**src/sv/assert_macros.svh**
```systemverilog
// Assertion macros shared by the UDP/IPv4 fragment header generator modules.
// Each macro expects clk and arst_n in the scope where it is used.
`ifndef ASSERT_MACROS_SVH
`define ASSERT_MACROS_SVH

// Consequent must hold in the same cycle as the antecedent.
`define ASSERT_SAME(label, ante, cons) \
	label: assert property (@(posedge clk) disable iff (!arst_n) (ante) |-> (cons)) \
		else $error("same-cycle check failed");

// Consequent must hold in the cycle after the antecedent.
`define ASSERT_NEXT(label, ante, cons) \
	label: assert property (@(posedge clk) disable iff (!arst_n) (ante) |=> (cons)) \
		else $error("next-cycle check failed");

`endif

```
**src/sv/uifg_pkg.sv**
```systemverilog
// Package for the UDP/IPv4 fragment header generator: constants, register
// indexes, controller states, command/status structs and the checksum fold.
// No dependencies.
package uifg_pkg;

	localparam int unsigned CFG_IDX_W = 8;
	localparam logic [CFG_IDX_W-1:0] CFG_MTU      = 8'd0;
	localparam logic [CFG_IDX_W-1:0] CFG_SRC_ADDR = 8'd1;
	localparam logic [CFG_IDX_W-1:0] CFG_CSUM_EN  = 8'd2;

	localparam logic [13:0] MTU_RESET     = 14'd1500;
	localparam logic [13:0] MTU_MIN       = 14'd576;
	localparam logic [13:0] MTU_MAX       = 14'd9000;
	localparam logic [13:0] IP_HDR_BYTES  = 14'd20;
	localparam logic [15:0] UDP_HDR_BYTES = 16'd8;
	localparam logic [15:0] PROTO_UDP     = 16'd17;
	localparam logic [15:0] IP_VER_IHL    = 16'h4500;
	localparam logic [15:0] TTL_PROTO     = 16'hFF11;
	localparam logic [15:0] CKSUM_ONES    = 16'hFFFF;
	localparam logic [15:0] MAX_PAYLOAD_BYTES = 16'd32767;
	localparam logic [5:0]  MAX_FRAGS     = 6'd60;

	typedef enum logic [1:0] {
		S_IDLE,
		S_SUM1,
		S_SUM2,
		S_EMIT
	} state_t;

	typedef struct packed {
		logic load;
		logic sum1;
		logic sum2;
		logic emit;
	} cmd_t;

	typedef struct packed {
		logic oversize;
		logic out_free;
		logic final_frag;
	} sts_t;

	// Ones'-complement fold of a 20-bit sum down to 16 bits.
	function automatic logic [15:0] fold16(input logic [19:0] s);
		logic [16:0] t;
		logic [16:0] u;
		t = {1'b0, s[15:0]} + {13'd0, s[19:16]};
		u = {1'b0, t[15:0]} + {16'd0, t[16]};
		return u[15:0];
	endfunction

endpackage

```
**src/sv/uifg_ctrl.sv**
```systemverilog
// Controller for the fragment header generator: sequences accept, two
// checksum steps and one fragment per free output slot. Uses uifg_pkg.
module uifg_ctrl import uifg_pkg::*; (
	input  logic clk,
	input  logic arst_n,
	input  logic in_valid,
	output logic in_ready,
	input  sts_t sts,
	output cmd_t cmd
);
`include "assert_macros.svh"

	state_t state_q;
	state_t state_d;

	always_ff @(posedge clk or negedge arst_n) begin
		if (!arst_n) begin
			state_q <= S_IDLE;
		end else begin
			state_q <= state_d;
		end
	end

	always_comb begin
		state_d  = state_q;
		cmd      = '0;
		in_ready = 1'b0;
		case (state_q)
			S_IDLE: begin
				in_ready = 1'b1;
				if (in_valid) begin
					cmd.load = 1'b1;
					// drop oversize datagrams without leaving idle
					if (!sts.oversize) begin
						state_d = S_SUM1;
					end
				end
			end
			S_SUM1: begin
				cmd.sum1 = 1'b1;
				state_d  = S_SUM2;
			end
			S_SUM2: begin
				cmd.sum2 = 1'b1;
				state_d  = S_EMIT;
			end
			S_EMIT: begin
				if (sts.out_free) begin
					cmd.emit = 1'b1;
					if (sts.final_frag) begin
						state_d = S_IDLE;
					end
				end
			end
			default: begin
				state_d = S_IDLE;
			end
		endcase
	end

	`ASSERT_SAME(a_emit_needs_slot, cmd.emit, sts.out_free)
	`ASSERT_NEXT(a_sum2_to_emit, state_q == S_SUM2, state_q == S_EMIT)
	`ASSERT_NEXT(a_load_starts, cmd.load && !sts.oversize, state_q == S_SUM1 && !in_ready)

endmodule

```
**src/sv/uifg_datapath.sv**
```systemverilog
// Datapath for the fragment header generator: configuration registers, UDP
// checksum, fragment counters and the output register. Uses uifg_pkg.
module uifg_datapath import uifg_pkg::*; (
	input  logic                 clk,
	input  logic                 arst_n,
	input  cmd_t                 cmd,
	output sts_t                 sts,
	input  logic                 cfg_valid,
	input  logic [CFG_IDX_W-1:0] cfg_index,
	input  logic [31:0]          cfg_data,
	input  logic [14:0]          payload_len,
	input  logic [15:0]          payload_sum,
	input  logic [31:0]          dst_addr,
	input  logic [15:0]          dst_port,
	input  logic [15:0]          src_port,
	input  logic                 out_ready,
	output logic                 out_valid,
	output logic [15:0]          ident,
	output logic [12:0]          frag_offset,
	output logic [13:0]          total_length,
	output logic [15:0]          header_checksum,
	output logic [15:0]          udp_length,
	output logic [15:0]          udp_checksum,
	output logic                 last
);
`include "assert_macros.svh"

	// configuration
	logic [13:0] mtu_q;
	logic [31:0] src_addr_q;
	logic        csum_en_q;

	// per-datagram state
	logic [15:0] next_ident_q;
	logic [15:0] cur_ident_q;
	logic [15:0] ulen_q;
	logic [15:0] psum_q;
	logic [31:0] dst_q;
	logic [15:0] dport_q;
	logic [15:0] sport_q;
	logic [17:0] addr_sum_q;
	logic [19:0] port_sum_q;
	logic [19:0] base_hdr_q;
	logic [15:0] ucks_q;
	logic [13:0] maxlen_q;
	logic [15:0] bytes_left_q;
	logic [15:0] byte_offset_q;
	logic [5:0]  frag_cnt_q;

	// output register
	logic        out_valid_q;
	logic [15:0] out_ident_q;
	logic [12:0] out_offset_q;
	logic [13:0] out_total_q;
	logic [15:0] out_hcks_q;
	logic [15:0] out_ulen_q;
	logic [15:0] out_ucks_q;
	logic        out_last_q;

	logic        oversize;
	logic [19:0] udp_sum;
	logic [15:0] udp_cks;
	logic [13:0] eff_mtu;
	logic [13:0] maxlen;
	logic        frag_fits;
	logic [15:0] frag_len;
	logic [13:0] frag_tot;
	logic [15:0] flag_field;
	logic [19:0] hdr_sum;
	logic        out_free;

	assign oversize = {1'b0, payload_len} > MAX_PAYLOAD_BYTES;

	always_ff @(posedge clk or negedge arst_n) begin
		if (!arst_n) begin
			mtu_q      <= MTU_RESET;
			src_addr_q <= '0;
			csum_en_q  <= 1'b1;
		end else if (cfg_valid) begin
			case (cfg_index)
				CFG_MTU:      mtu_q      <= cfg_data[13:0];
				CFG_SRC_ADDR: src_addr_q <= cfg_data;
				CFG_CSUM_EN:  csum_en_q  <= cfg_data[0];
				default:      ;
			endcase
		end
	end

	// second checksum step and fragment size limit
	always_comb begin
		udp_sum = 20'(addr_sum_q) + port_sum_q;
		udp_cks = ~fold16(udp_sum);
		if (udp_cks == 16'd0) begin
			udp_cks = CKSUM_ONES;
		end
		if (!csum_en_q) begin
			udp_cks = 16'd0;
		end
		if (mtu_q < MTU_MIN) begin
			eff_mtu = MTU_MIN;
		end else if (mtu_q > MTU_MAX) begin
			eff_mtu = MTU_MAX;
		end else begin
			eff_mtu = mtu_q;
		end
		maxlen = (eff_mtu - IP_HDR_BYTES) & ~14'd7;
	end

	// current fragment
	always_comb begin
		frag_fits  = bytes_left_q <= {2'b00, maxlen_q};
		frag_len   = frag_fits ? bytes_left_q : {2'b00, maxlen_q};
		frag_tot   = IP_HDR_BYTES + frag_len[13:0];
		flag_field = {2'b00, !frag_fits, byte_offset_q[15:3]};
		hdr_sum    = base_hdr_q + 20'(frag_tot) + 20'(flag_field);
	end

	assign out_free = !out_valid_q || out_ready;

	always_ff @(posedge clk or negedge arst_n) begin
		if (!arst_n) begin
			next_ident_q <= '0;
			bytes_left_q <= '0;
			byte_offset_q <= '0;
			frag_cnt_q   <= '0;
			out_valid_q  <= 1'b0;
		end else begin
			if (cmd.load && !oversize) begin
				next_ident_q <= next_ident_q + 16'd1;
			end
			if (cmd.sum2) begin
				bytes_left_q  <= ulen_q;
				byte_offset_q <= '0;
				frag_cnt_q    <= '0;
			end
			if (cmd.emit) begin
				bytes_left_q  <= bytes_left_q - frag_len;
				byte_offset_q <= byte_offset_q + frag_len;
				frag_cnt_q    <= frag_cnt_q + 6'd1;
				out_valid_q   <= 1'b1;
			end else if (out_ready) begin
				out_valid_q <= 1'b0;
			end
		end
	end

	always_ff @(posedge clk) begin
		if (cmd.load) begin
			cur_ident_q <= next_ident_q;
			ulen_q      <= 16'(payload_len) + UDP_HDR_BYTES;
			psum_q      <= payload_sum;
			dst_q       <= dst_addr;
			dport_q     <= dst_port;
			sport_q     <= src_port;
		end
		if (cmd.sum1) begin
			addr_sum_q <= 18'(src_addr_q[31:16]) + 18'(src_addr_q[15:0])
				+ 18'(dst_q[31:16]) + 18'(dst_q[15:0]);
			port_sum_q <= 20'(PROTO_UDP) + 20'(sport_q) + 20'(dport_q)
				+ 20'(psum_q) + {3'd0, ulen_q, 1'b0};
		end
		if (cmd.sum2) begin
			ucks_q     <= udp_cks;
			maxlen_q   <= maxlen;
			base_hdr_q <= 20'(IP_VER_IHL) + 20'(TTL_PROTO) + 20'(cur_ident_q)
				+ 20'(addr_sum_q);
		end
		if (cmd.emit) begin
			out_ident_q  <= cur_ident_q;
			out_offset_q <= byte_offset_q[15:3];
			out_total_q  <= frag_tot;
			out_hcks_q   <= ~fold16(hdr_sum);
			out_ulen_q   <= ulen_q;
			out_ucks_q   <= ucks_q;
			out_last_q   <= frag_fits;
		end
	end

	always_comb begin
		sts.oversize   = oversize;
		sts.out_free   = out_free;
		sts.final_frag = frag_fits || (frag_cnt_q == MAX_FRAGS - 6'd1);
	end

	assign out_valid       = out_valid_q;
	assign ident           = out_ident_q;
	assign frag_offset     = out_offset_q;
	assign total_length    = out_total_q;
	assign header_checksum = out_hcks_q;
	assign udp_length      = out_ulen_q;
	assign udp_checksum    = out_ucks_q;
	assign last            = out_last_q;

	`ASSERT_SAME(a_mid_frag_full, out_valid_q && !out_last_q, out_total_q == IP_HDR_BYTES + maxlen_q)
	`ASSERT_NEXT(a_ident_step, cmd.load && !oversize, next_ident_q == $past(next_ident_q) + 16'd1)

endmodule

```
**src/sv/udp_ipv4_fragment_header_gen.sv**
```systemverilog
// UDP checksum and IPv4 fragment header generator, top level.
// After the datagram transaction the controller steps through SUM1 and SUM2, then its
// emit loop registers the N fragment headers (N <= 60) one header per cycle, less output
// back-pressure; the next datagram is taken only once the controller is back in idle.
// Reset: async active low; mtu 1500, src_addr 0, checksum on, ident 0.
// Oversize datagrams are taken while idle and produce nothing.
module udp_ipv4_fragment_header_gen import uifg_pkg::*; (
	input  logic                 clk,
	input  logic                 arst_n,
	input  logic                 cfg_valid,
	output logic                 cfg_ready,
	input  logic [CFG_IDX_W-1:0] cfg_index,
	input  logic [31:0]          cfg_data,
	input  logic                 in_valid,
	output logic                 in_ready,
	input  logic [14:0]          payload_len,
	input  logic [15:0]          payload_sum,
	input  logic [31:0]          dst_addr,
	input  logic [15:0]          dst_port,
	input  logic [15:0]          src_port,
	output logic                 out_valid,
	input  logic                 out_ready,
	output logic [15:0]          ident,
	output logic [12:0]          frag_offset,
	output logic [13:0]          total_length,
	output logic [15:0]          header_checksum,
	output logic [15:0]          udp_length,
	output logic [15:0]          udp_checksum,
	output logic                 last
);

	cmd_t cmd;
	sts_t sts;

	assign cfg_ready = 1'b1;

	uifg_ctrl u_ctrl (
		.clk      (clk),
		.arst_n   (arst_n),
		.in_valid (in_valid),
		.in_ready (in_ready),
		.sts      (sts),
		.cmd      (cmd)
	);

	uifg_datapath u_datapath (
		.clk             (clk),
		.arst_n          (arst_n),
		.cmd             (cmd),
		.sts             (sts),
		.cfg_valid       (cfg_valid),
		.cfg_index       (cfg_index),
		.cfg_data        (cfg_data),
		.payload_len     (payload_len),
		.payload_sum     (payload_sum),
		.dst_addr        (dst_addr),
		.dst_port        (dst_port),
		.src_port        (src_port),
		.out_ready       (out_ready),
		.out_valid       (out_valid),
		.ident           (ident),
		.frag_offset     (frag_offset),
		.total_length    (total_length),
		.header_checksum (header_checksum),
		.udp_length      (udp_length),
		.udp_checksum    (udp_checksum),
		.last            (last)
	);

endmodule

```
**config.mk**
```make
export PLATFORM = sky130hd
export DESIGN_NAME = udp_ipv4_fragment_header_gen
export DESIGN_NICKNAME = d
export VERILOG_FILES = /design/src/sv/uifg_pkg.sv /design/src/sv/uifg_ctrl.sv /design/src/sv/uifg_datapath.sv /design/src/sv/udp_ipv4_fragment_header_gen.sv
export VERILOG_INCLUDE_DIRS = /design/src /design/src/sv
export SDC_FILE = /design/constraint.sdc
export NUM_CORES = 1
export LEC_CHECK = 0
export ABC_AREA = 1
export BUFFER_PORTS_ARGS = -buffer_cell sky130_fd_sc_hd__buf_2
export CAP_MARGIN = 20
export CORE_AREA = 2 2 266 268
export CTS_BUF_LIST = sky130_fd_sc_hd__clkbuf_8 sky130_fd_sc_hd__clkbuf_16
export CTS_CLUSTER_DIAMETER = 60
export DETAILED_ROUTE_END_ITERATION = 10
export DIE_AREA = 0 0 268 270
export MAX_ROUTING_LAYER = met4
export PLACE_DENSITY_LB_ADDON = 0.12
export SLEW_MARGIN = 15
export SYNTH_ARGS = -nofsm -noshare
export SYNTH_HDL_FRONTEND = slang
export SYNTH_SLANG_ARGS = --single-unit
```
**constraint.sdc**
```tcl
create_clock -name clk -period 8.9 [get_ports clk]
set_input_delay 0.445 -clock clk [delete_from_list [all_inputs] [get_ports clk]]
set_output_delay 0.445 -clock clk [all_outputs]
set_load 0.01 [all_outputs]
```
==> impl_metrics.csv, run 1 <==
group,metric,value,unit
worst_setup_path,end_kind,"flop",
global_routing,grtUsageMet1,0.252,
die,rows,97,
timing,tns,0,ps
die,die_h,270,µm
synthesis,ys_ff_latch,391,
route,avgViaCountPerCell,4.61,
synthesis,synth_enable_flop_cells,287,
place,hpwl,52800,µm
global_routing,grt_pass1_vias,18055,
cells_and_area,fill_cells,6939,
die,dieArea,72400,µm²
worst_setup_path,startpoint_type,"flop",
route,postRouteAntennaNets,0,
worst_setup_path,critPathKind,"flop to flop",
synthesis,synth-warning-count,0,
worst_setup_path,reg2reg_depth,50,
timing,clock_skew,27.0,ps
synthesis,ys.flop_type,"edfxtp_1",
clocking,tritoncts,"done",
cells_and_area,layout-drive-gt1-share,0.170,
place,port_buffers,233,
worst_setup_path,cp_data_required_time,9270,ps
synthesis,postSynthAreaPerCell,9.50,µm²
worst_setup_path,critPathMaxFanout,4,
clocking,cts.sinks,391,
die,initial_utilization,0.346,
worst_hold_path,hold_start,"payload_sum[12]",
synthesis,synth.cell_area,24100,µm²
cells_and_area,fin_nets,3267,
route,drt_iter0_markers,976,
global_routing,grt_pass1_wl,102000,µm
outcome,outcome,"complete, no violations",
cells_and_area,multi_input_area,11200,µm²
timing,worst_pin_slew,903,ps
synthesis,seq_area_frac_synth,0.466,
clocking,cts_buffer_depth,3,
timing,fin_crit_sh,0.932,
clocking,cts_inserted_buffers,52,
clocking,path_clk_slew,60,ps
worst_hold_path,holdPathEnd,"u_datapath.psum_q[12]",
job,cap_violations,0,
timing,relSlewSlack,0.398,
worst_setup_path,critPathMaxStageDelay,480,ps
worst_setup_path,worstPathArrival,8660,ps
place,post_dp_cell_area,26500,µm²
timing,drv_slew,0,
timing,finalSetupViolCount,0,
route,remaining_drc_errors,0,
synthesis,yosysUniqueCellTypes,58,
timing,finalHoldViolCount,0,
timing,max_freq,0.121,GHz
timing,post-route-min-period,8290,ps
cells_and_area,utilization,0.419,
route,dr.pass1.iters,5,
global_routing,grt_busiest_layer,"met2",
global_routing,use_met3,0.0251,
worst_setup_path,cp_slowest_cell,"fa_1",
route,wire_per_inst,16.9,µm
worst_hold_path,hold_class,"input pin to flop",
worst_setup_path,reg2reg_to,"u_datapath.header_checksum[14]",
place,place_ws,44.4,ps
die,core,69500,µm²
cells_and_area,regArea,11200,µm²
global_routing,gr-total-overflow,0,
global_routing,grt_max_degree,66,
die,die_w,268,µm
place,gp_congestion,0.918,
worst_hold_path,hold_depth,1,
route,wl,65700,µm
cells_and_area,finalInstanceArea,29100,µm²
clocking,htreeDepth,2,
global_routing,use_met2,0.307,
synthesis,synth_cells,2536,
die,io_pins,235,
clocking,clock_latency,620,ps
clocking,cts-root-buf,"clkbuf_16",
timing,post-route-worst-setup-slack,607,ps
cells_and_area,area_growth,20.8,%
synthesis,async_reset_ff_frac,0.266,
worst_setup_path,r2r_start,"u_datapath.bytes_left_q[13]",
route,dr_total_vias,17899,
global_routing,antenna_found_initial,4,
global_routing,grt_usage,0.189,
worst_setup_path,rrSetupSlack,610,ps
-- worst max-delay path, delay by kind of cell (launching register included) --
family | cells | cell delay [ps]
buffers and inverters | 6 | 420
AO/OA/AOI/OAI | 4 | 610
adder cells (fa/ha/maj) | 8 | 2240
XOR/XNOR | 2 | 420
flip-flops | 1 | 420
AND/OR/NAND/NOR | 30 | 3900
-- registers in the layout, summed over array words and instances, names as in the netlist, 14 cells and up --
name,flops
u_datapath.bytes_left_q,16
u_datapath.port_sum_q,19
u_datapath.header_checksum,16
u_datapath.udp_length,16
u_datapath.total_length,14
u_datapath.psum_q,16
u_datapath.byte_offset_q,16
u_datapath.dport_q,16
u_datapath.src_addr_q,32
u_datapath.ident,16
u_datapath.addr_sum_q,18
u_datapath.next_ident_q,16
u_datapath.base_hdr_q,19
u_datapath.ucks_q,16
u_datapath.cur_ident_q,16
u_datapath.ulen_q,16
u_datapath.sport_q,16
u_datapath.udp_checksum,16
u_datapath.dst_q,32
u_datapath.mtu_q,14
-- final cells by class --
| cell class | instances | share of cell area |
|---|---|---|
| antenna | 1 | 0.0000859 |
| clock buffer | 58 | 0.0475 |
| timing repair buffer | 323 | 0.0698 |
| multi-input combinational | 1659 | 0.385 |
| clock inverter | 40 | 0.0115 |
| sequential | 391 | 0.386 |
| inverter | 468 | 0.0605 |
| tap | 940 | 0.0404 |
-- Yosys cell counts (all sizes together), types with 2 or more instances --
cell / number / area [µm²]
a211oi: 5 / 37.5
a21boi: 5 / 37.5
a21o: 5 / 37.5
a21oi: 132 / 709
a22o: 5 / 43.8
a31oi: 12 / 75.1
and3: 2 / 12.5
buf: 4 / 31.3
clkbuf: 15 / 56.3
clkinv: 4 / 16.3
conb: 2 / 7.51
dfrtp: 96 / 2400
dfstp: 8 / 210
edfxtp: 287 / 8620
fa: 71 / 1420
ha: 161 / 2010
inv: 464 / 1740
mux2: 18 / 203
nand2: 526 / 2090
nand3: 147 / 786
nand3b: 5 / 37.5
nand4: 32 / 200
nor2: 166 / 703
nor3: 25 / 125
nor3b: 3 / 27.5
nor4: 5 / 31.3
o2111ai: 4 / 35.0
o211ai: 7 / 52.6
o21a: 5 / 37.5
o21ai: 112 / 561
o21bai: 11 / 82.6
o221ai: 6 / 52.6
o22ai: 7 / 43.8
o31ai: 3 / 22.5
or2: 4 / 25.0
xnor2: 41 / 359
xor2: 123 / 1080
-- cell families after synthesis --
kind of cell    Yosys count  share of synthesized area
buf+inv                 487                     0.0766
compound gates          324                     0.0777
simple gates            917                      0.168
fa+ha+maj               232                      0.143
mux                      19                    0.00883
xor+xnor                164                     0.0596
other cells               2                   0.000312
flops                   391                      0.466
-- cell usage in the layout, fill, tap and decap left out, drive strengths merged, types with 4 or more instances in the layout --
master,synthesis,final
o2111ai,4,4
nand3b,5,5
nand4,32,32
buf,4,261
dfrtp,96,96
mux2,18,18
or2,4,4
dfstp,8,8
nand3,147,147
a21oi,132,132
nor2,166,166
clkinv,4,23
nor4,5,5
o22ai,7,7
a21o,5,5
a21boi,5,5
nor3,25,25
nand2,526,526
a211oi,5,5
o21ai,112,112
inv,464,480
o21bai,11,11
clkbuf,15,58
xnor2,41,41
ha,161,161
edfxtp,287,287
o21a,5,5
fa,71,71
o221ai,6,6
xor2,123,123
o211ai,7,7
dlygate4sd3,0,62
a22o,5,5
a31oi,12,12
-- worst max path at each step --
stage / from / end / slack [ps] / depth (start not counted)
after floorplan: u_datapath.bytes_left_q[11] / u_datapath.header_checksum[13] / 940 / 44
after global placement: u_datapath.bytes_left_q[13] / u_datapath.header_checksum[14] / 250 / 48
after detailed placement: u_datapath.bytes_left_q[13] / u_datapath.header_checksum[14] / 40 / 48
after CTS: u_datapath.bytes_left_q[13] / u_datapath.header_checksum[14] / 2 / 48
after global routing: u_datapath.bytes_left_q[9] / u_datapath.header_checksum[14] / -30 / 47
final: u_datapath.bytes_left_q[13] / u_datapath.header_checksum[14] / 610 / 50
-- through the flow --
stage / hold slack [ps] / std cells
floorplan: 149 / 2537
global placement: 410 / 3713
detailed placement: 405 / 3713
CTS: 0.0888 / 3873
global route: 6.10 / 3880
finish: 28.9 / 3880
-- repair_timing --
action | 4_1_cts | 5_1_grt
resized for setup | 0 | 40
hold buffers | 62 | 0
setup endpoints to repair | 0 | 11
endpoints found under the hold margin | 111 | 0
buffers inserted | 0 | 5
-- routing by layer --
layer,up-vias,part of all wire
met2,336,0.48
met1,8433,0.47
met5,-,0
met3,66,0.038
met4,0,0.018
li1,9064,-
Power of run 1 is not shown: default switching activity piles up to over one toggle a cycle in this logic, so the estimate is an artifact.
==> run 2, diff against run 1 <==
- CELL_PAD_IN_SITES_DETAIL_PLACEMENT: unset -> 1
- CELL_PAD_IN_SITES_GLOBAL_PLACEMENT: unset -> 2
==> run 2 against run 1 <==
Final area shrank 0.69%. Flip-flop and latch count unchanged. Clock skew down 12 ps. First-iteration DRC count fell by 22%. Sequential share of layout area grew 0.27 points. Largest cell class unchanged. Register-to-register slack improved by 20 ps. Global-route usage up 1.3 points.
==> impl_metrics.csv, run 2 (synthesized netlist as in run 1, its figures left out) <==
group,metric,value,unit
cells_and_area,area_growth,20.0,%
worst_setup_path,startpoint_type,"flop",
place,dp.cells,3715,
clocking,cts_buffer_depth,3,
worst_setup_path,reg2reg_depth,45,
die,die_w,268,µm
worst_setup_path,crit_end,"u_datapath.header_checksum[13]",
clocking,cts_inserted_buffers,49,
global_routing,grt_max_degree,73,
worst_setup_path,critPathMaxFanout,4,
global_routing,grt_pass1_wl,110000,µm
clocking,clock_latency,590,ps
die,core,69500,µm²
route,wl,69800,µm
worst_setup_path,critPathKind,"flop to flop",
route,dr.pass1.iters,5,
place,gp_congestion,0.903,
cells_and_area,layout-drive-gt1-share,0.168,
clocking,htreeDepth,2,
cells_and_area,final_cell_mix,"nand2_1 (493), inv_1 (464), edfxtp_1 (287), buf_2 (232), ha_1 (155)",
route,wire_per_inst,18.1,µm
timing,finalSetupViolCount,0,
clocking,cts-root-buf,"clkbuf_16",
route,drt_iter0_markers,765,
timing,drv_slew,0,
global_routing,antenna_found_initial,1,
cells_and_area,multi_input_area,11200,µm²
timing,finalHoldViolCount,0,
route,remaining_drc_errors,0,
clocking,path_clk_slew,60,ps
cells_and_area,regArea,11200,µm²
timing,post-route-min-period,8270,ps
worst_hold_path,hold_depth,1,
place,port_buffers,233,
global_routing,grt_pass1_vias,19730,
route,avgViaCountPerCell,4.70,
worst_setup_path,cp_slowest_cell,"fa_1",
clocking,cts.sinks,391,
worst_setup_path,critPathMaxStageDelay,480,ps
die,initial_utilization,0.346,
worst_setup_path,rrSetupSlack,630,ps
timing,tns,0,ps
clocking,tritoncts,"done",
worst_setup_path,reg2reg_to,"u_datapath.header_checksum[13]",
worst_hold_path,hold_class,"input pin to flop",
cells_and_area,fin_nets,3253,
die,die_h,270,µm
worst_setup_path,cp_num_cells,45,
worst_setup_path,crit_family,"simple AND/OR/NAND/NOR gates",
timing,worst_pin_slew,955,ps
job,cap_violations,0,
timing,relSlewSlack,0.363,
cells_and_area,finalNonFillerCells,3861,
outcome,outcome,"complete, no violations",
cells_and_area,largest_registers,"u_datapath.dst_q: 32 flops, u_datapath.src_addr_q: 32 flops",
cells_and_area,final_common_cell,"nand2_1",
route,postRouteAntennaNets,0,
worst_setup_path,end_kind,"flop",
worst_setup_path,cp_data_required_time,9240,ps
timing,fin_crit_sh,0.930,
worst_setup_path,crit_buf_inv,5,
die,io_pins,235,
timing,clock_skew,14.7,ps
cells_and_area,utilization,0.416,
route,dr_total_vias,18157,
worst_setup_path,worstPathArrival,8610,ps
worst_hold_path,hold_start,"dst_addr[18]",
cells_and_area,fill_cells,7952,
timing,max_freq,0.121,GHz
global_routing,gr-total-overflow,0,
worst_setup_path,startpoint,"u_datapath.bytes_left_q[9]",
die,rows,97,
worst_setup_path,r2r_start,"u_datapath.bytes_left_q[9]",
global_routing,grt_usage,0.202,
die,dieArea,72400,µm²
place,hpwl,56200,µm
-- run 2: per-layer routing --
metal	share of wire	routed length [µm]	up-vias	track usage
met2	0.49	34300	258	0.341
met4	0.027	1900	0	0.0556
met1	0.45	31400	8788	0.252
met5	0	0	-	-
met3	0.032	2210	91	0.0276
li1	-	-	9020	-
-- run 2: final cells by class --
type,count,share of cell area
clock buffers,53,0.0443
clock inverters,37,0.0123
well taps,940,0.0407
multi-input cells,1659,0.387
inverters,468,0.0609
flip-flops and latches,391,0.388
diodes,1,0.0000865
repair buffers,312,0.0659
-- run 2: worst min path at each step --
stage	end	slack (ps)
after floorplan	u_ctrl.state_q[0]	150
after global placement	u_datapath.udp_checksum[1]	410
after detailed placement	u_datapath.udp_checksum[6]	410
after CTS	u_datapath.dst_q[13]	0.3
after global routing	u_datapath.sport_q[14]	4
final	u_datapath.dst_q[18]	30
-- run 2: what timing repair did --
action	CTS	global route
setup endpoints to repair	3	11
pin swaps	0	12
cloned	0	0
setup buffers	0	9
hold buffers	45	0
hold endpoints to repair	81	0
gates resized for setup	2	40
-- run 2: worst reg2reg max path, delay by kind of cell, from the launching register on --
family	cells	cell delay, ps
AO/OA/AOI/OAI	7	1100
XOR/XNOR	3	560
adder cells (fa/ha/maj)	7	2080
buffers and inverters	5	340
flip-flops	1	410
AND/OR/NAND/NOR	23	3520
-- run 2: through the flow --
stage | hold slack [ps] | area [µm²] | setup WS, ps
final | 34.5 | 28900 | 626
after global routing | 3.75 | 28900 | -86.1
after CTS | 0.300 | 28700 | 61.6
after detailed placement | 406 | 26600 | -63.2
after global placement | 405 | 26500 | 242
after floorplan | 149 | 24100 | 941
Power of run 2 is left out for the same reason.
==> run 3, diff against run 2 <==
- MAX_ROUTING_LAYER: met4 -> unset
==> run 3 against run 2 <==
Wire length increased by 0.35%. Setup slack improved by 61 ps. Critical path depth increased by 5. Fmax increased by 0.74%. Critical path type unchanged. Die area unchanged.
==> impl_metrics.csv, run 3 (synthesized netlist as in run 1, its figures left out) <==
group,metric,value,unit
outcome,outcome,"complete, no violations",
worst_hold_path,hold_class,"input pin to flop",
cells_and_area,largest_registers,"u_datapath.dst_q: 32 flops, u_datapath.src_addr_q: 32 flops",
route,avgViaCountPerCell,4.69,
route,postRouteAntennaNets,0,
timing,max_freq,0.122,GHz
timing,post-route-worst-setup-slack,687,ps
clocking,htreeDepth,2,
global_routing,grt_usage,0.198,
worst_setup_path,cp_common_cell,"nor2_2",
place,post_dp_cell_area,26600,µm²
timing,relSlewSlack,0.351,
worst_setup_path,end_kind,"flop",
timing,hold_ws,44.6,ps
worst_setup_path,cp_data_required_time,9240,ps
timing,clock_skew,38.7,ps
worst_hold_path,hold_start,"payload_sum[2]",
clocking,cts_inserted_buffers,49,
clocking,cts-root-buf,"clkbuf_16",
worst_setup_path,critPathMaxFanout,4,
cells_and_area,fin_nets,3241,
cells_and_area,utilization,0.413,
clocking,clock_latency,600,ps
route,dr.pass1.iters,5,
die,dieArea,72400,µm²
die,rows,97,
worst_setup_path,rrSetupSlack,690,ps
cells_and_area,final_cell_mix,"nand2_1 (492), inv_1 (469), edfxtp_1 (287), buf_2 (232), ha_1 (152)",
global_routing,grt_pass1_wl,111000,µm
worst_setup_path,reg2reg_depth,50,
route,wire_per_inst,18.2,µm
cells_and_area,antennaDiodeCount,0,
worst_hold_path,holdPathEnd,"u_datapath.psum_q[2]",
route,remaining_drc_errors,0,
place,gp_congestion,0.897,
clocking,cts.sinks,391,
timing,post-route-min-period,8210,ps
global_routing,grt_max_degree,67,
timing,finalHoldViolCount,0,
timing,worst_pin_slew,974,ps
worst_setup_path,startpoint_type,"flop",
worst_setup_path,worstPathArrival,8550,ps
worst_setup_path,critPathKind,"flop to flop",
cells_and_area,layout-drive-gt1-share,0.170,
place,place_ws,-203,ps
die,io_pins,235,
clocking,tritoncts,"done",
worst_setup_path,cp_slowest_cell,"fa_1",
cells_and_area,final_common_cell,"nand2_1",
global_routing,gr-total-overflow,0,
die,die_w,268,µm
timing,fin_crit_sh,0.923,
die,core,69500,µm²
place,port_buffers,233,
worst_setup_path,critPathMaxStageDelay,490,ps
global_routing,grt_pass1_vias,19776,
timing,finalSetupViolCount,0,
worst_setup_path,r2r_start,"u_datapath.bytes_left_q[9]",
die,die_h,270,µm
cells_and_area,finalInstanceArea,28700,µm²
clocking,path_clk_slew,60,ps
timing,drv_slew,0,
global_routing,antenna_found_initial,1,
route,wl,70100,µm
worst_setup_path,reg2reg_to,"u_datapath.header_checksum[14]",
route,dr_total_vias,18029,
cells_and_area,area_growth,19.1,%
die,initial_utilization,0.346,
place,hpwl,56600,µm
job,cap_violations,0,
worst_hold_path,hold_depth,1,
route,drt_iter0_markers,640,
clocking,cts_buffer_depth,3,
## run 3: cell types whose count changed in the layout (fill, tap and decap cells not counted), moves of 2 or more
cell,previous run,this run
inv_1,464,469
bufinv_16,6,1
clkinv_4,2,4
dlygate4sd3_1,45,32
ha_4,3,6
nand2_2,24,26
clkinv_2,6,8
ha_1,155,152
clkinv_1,9,5
nor2_1,137,135
## run 3: worst max-delay path: cells and delay by family (launching register included)
family          cells  cell delay (ps)
simple gates       31             3930
fa+ha+maj           8             2240
buf+inv             5              390
xor+xnor            2              350
flops               1              450
compound gates      4              600
## run 3: area by class of cell
type / count / area [µm²]
clock buffers: 52 / 1270
clock inverters: 37 / 234
fillers: 7985 / 40800
inverters: 468 / 1760
multi-input cells: 1659 / 11200
flip-flops and latches: 391 / 11200
well taps: 940 / 1180
repair buffers: 300 / 1790
## run 3: how the worst max path moves through the flow
stage / from / end
6_report: u_datapath.bytes_left_q[9] / u_datapath.header_checksum[14]
5_1_grt: u_datapath.bytes_left_q[13] / u_datapath.header_checksum[14]
4_1_cts: u_datapath.bytes_left_q[9] / u_datapath.header_checksum[14]
3_5_place_dp: u_datapath.bytes_left_q[9] / u_datapath.header_checksum[14]
3_3_place_gp: u_datapath.bytes_left_q[9] / u_datapath.header_checksum[14]
2_1_floorplan: u_datapath.bytes_left_q[11] / u_datapath.header_checksum[13]
## run 3: stage by stage
stage	std cells	setup TNS [ps]
floorplan	2537	0
global route	3847	-78.4
detailed placement	3715	-483
finish	3847	0
CTS	3836	0
global placement	3714	0
## run 3: what timing repair did
item	in CTS	in global routing
endpoints found under the setup margin	4	10
pin swaps	0	15
resized for setup	4	46
gates cloned	0	0
hold endpoints to repair	68	0
hold buffers	32	0
setup buffers	0	10
## run 3: per-layer routing
metal	GRT usage	vias up	share of wire	wire length [µm]
met1	0.252	8686	0.44	30800
li1	-	8995	-	-
met2	0.344	253	0.49	34400
met3	0.0333	93	0.042	2920
met5	0	-	0.00016	11
met4	0.0575	2	0.028	1940
Power of run 3 is left out for the same reason.
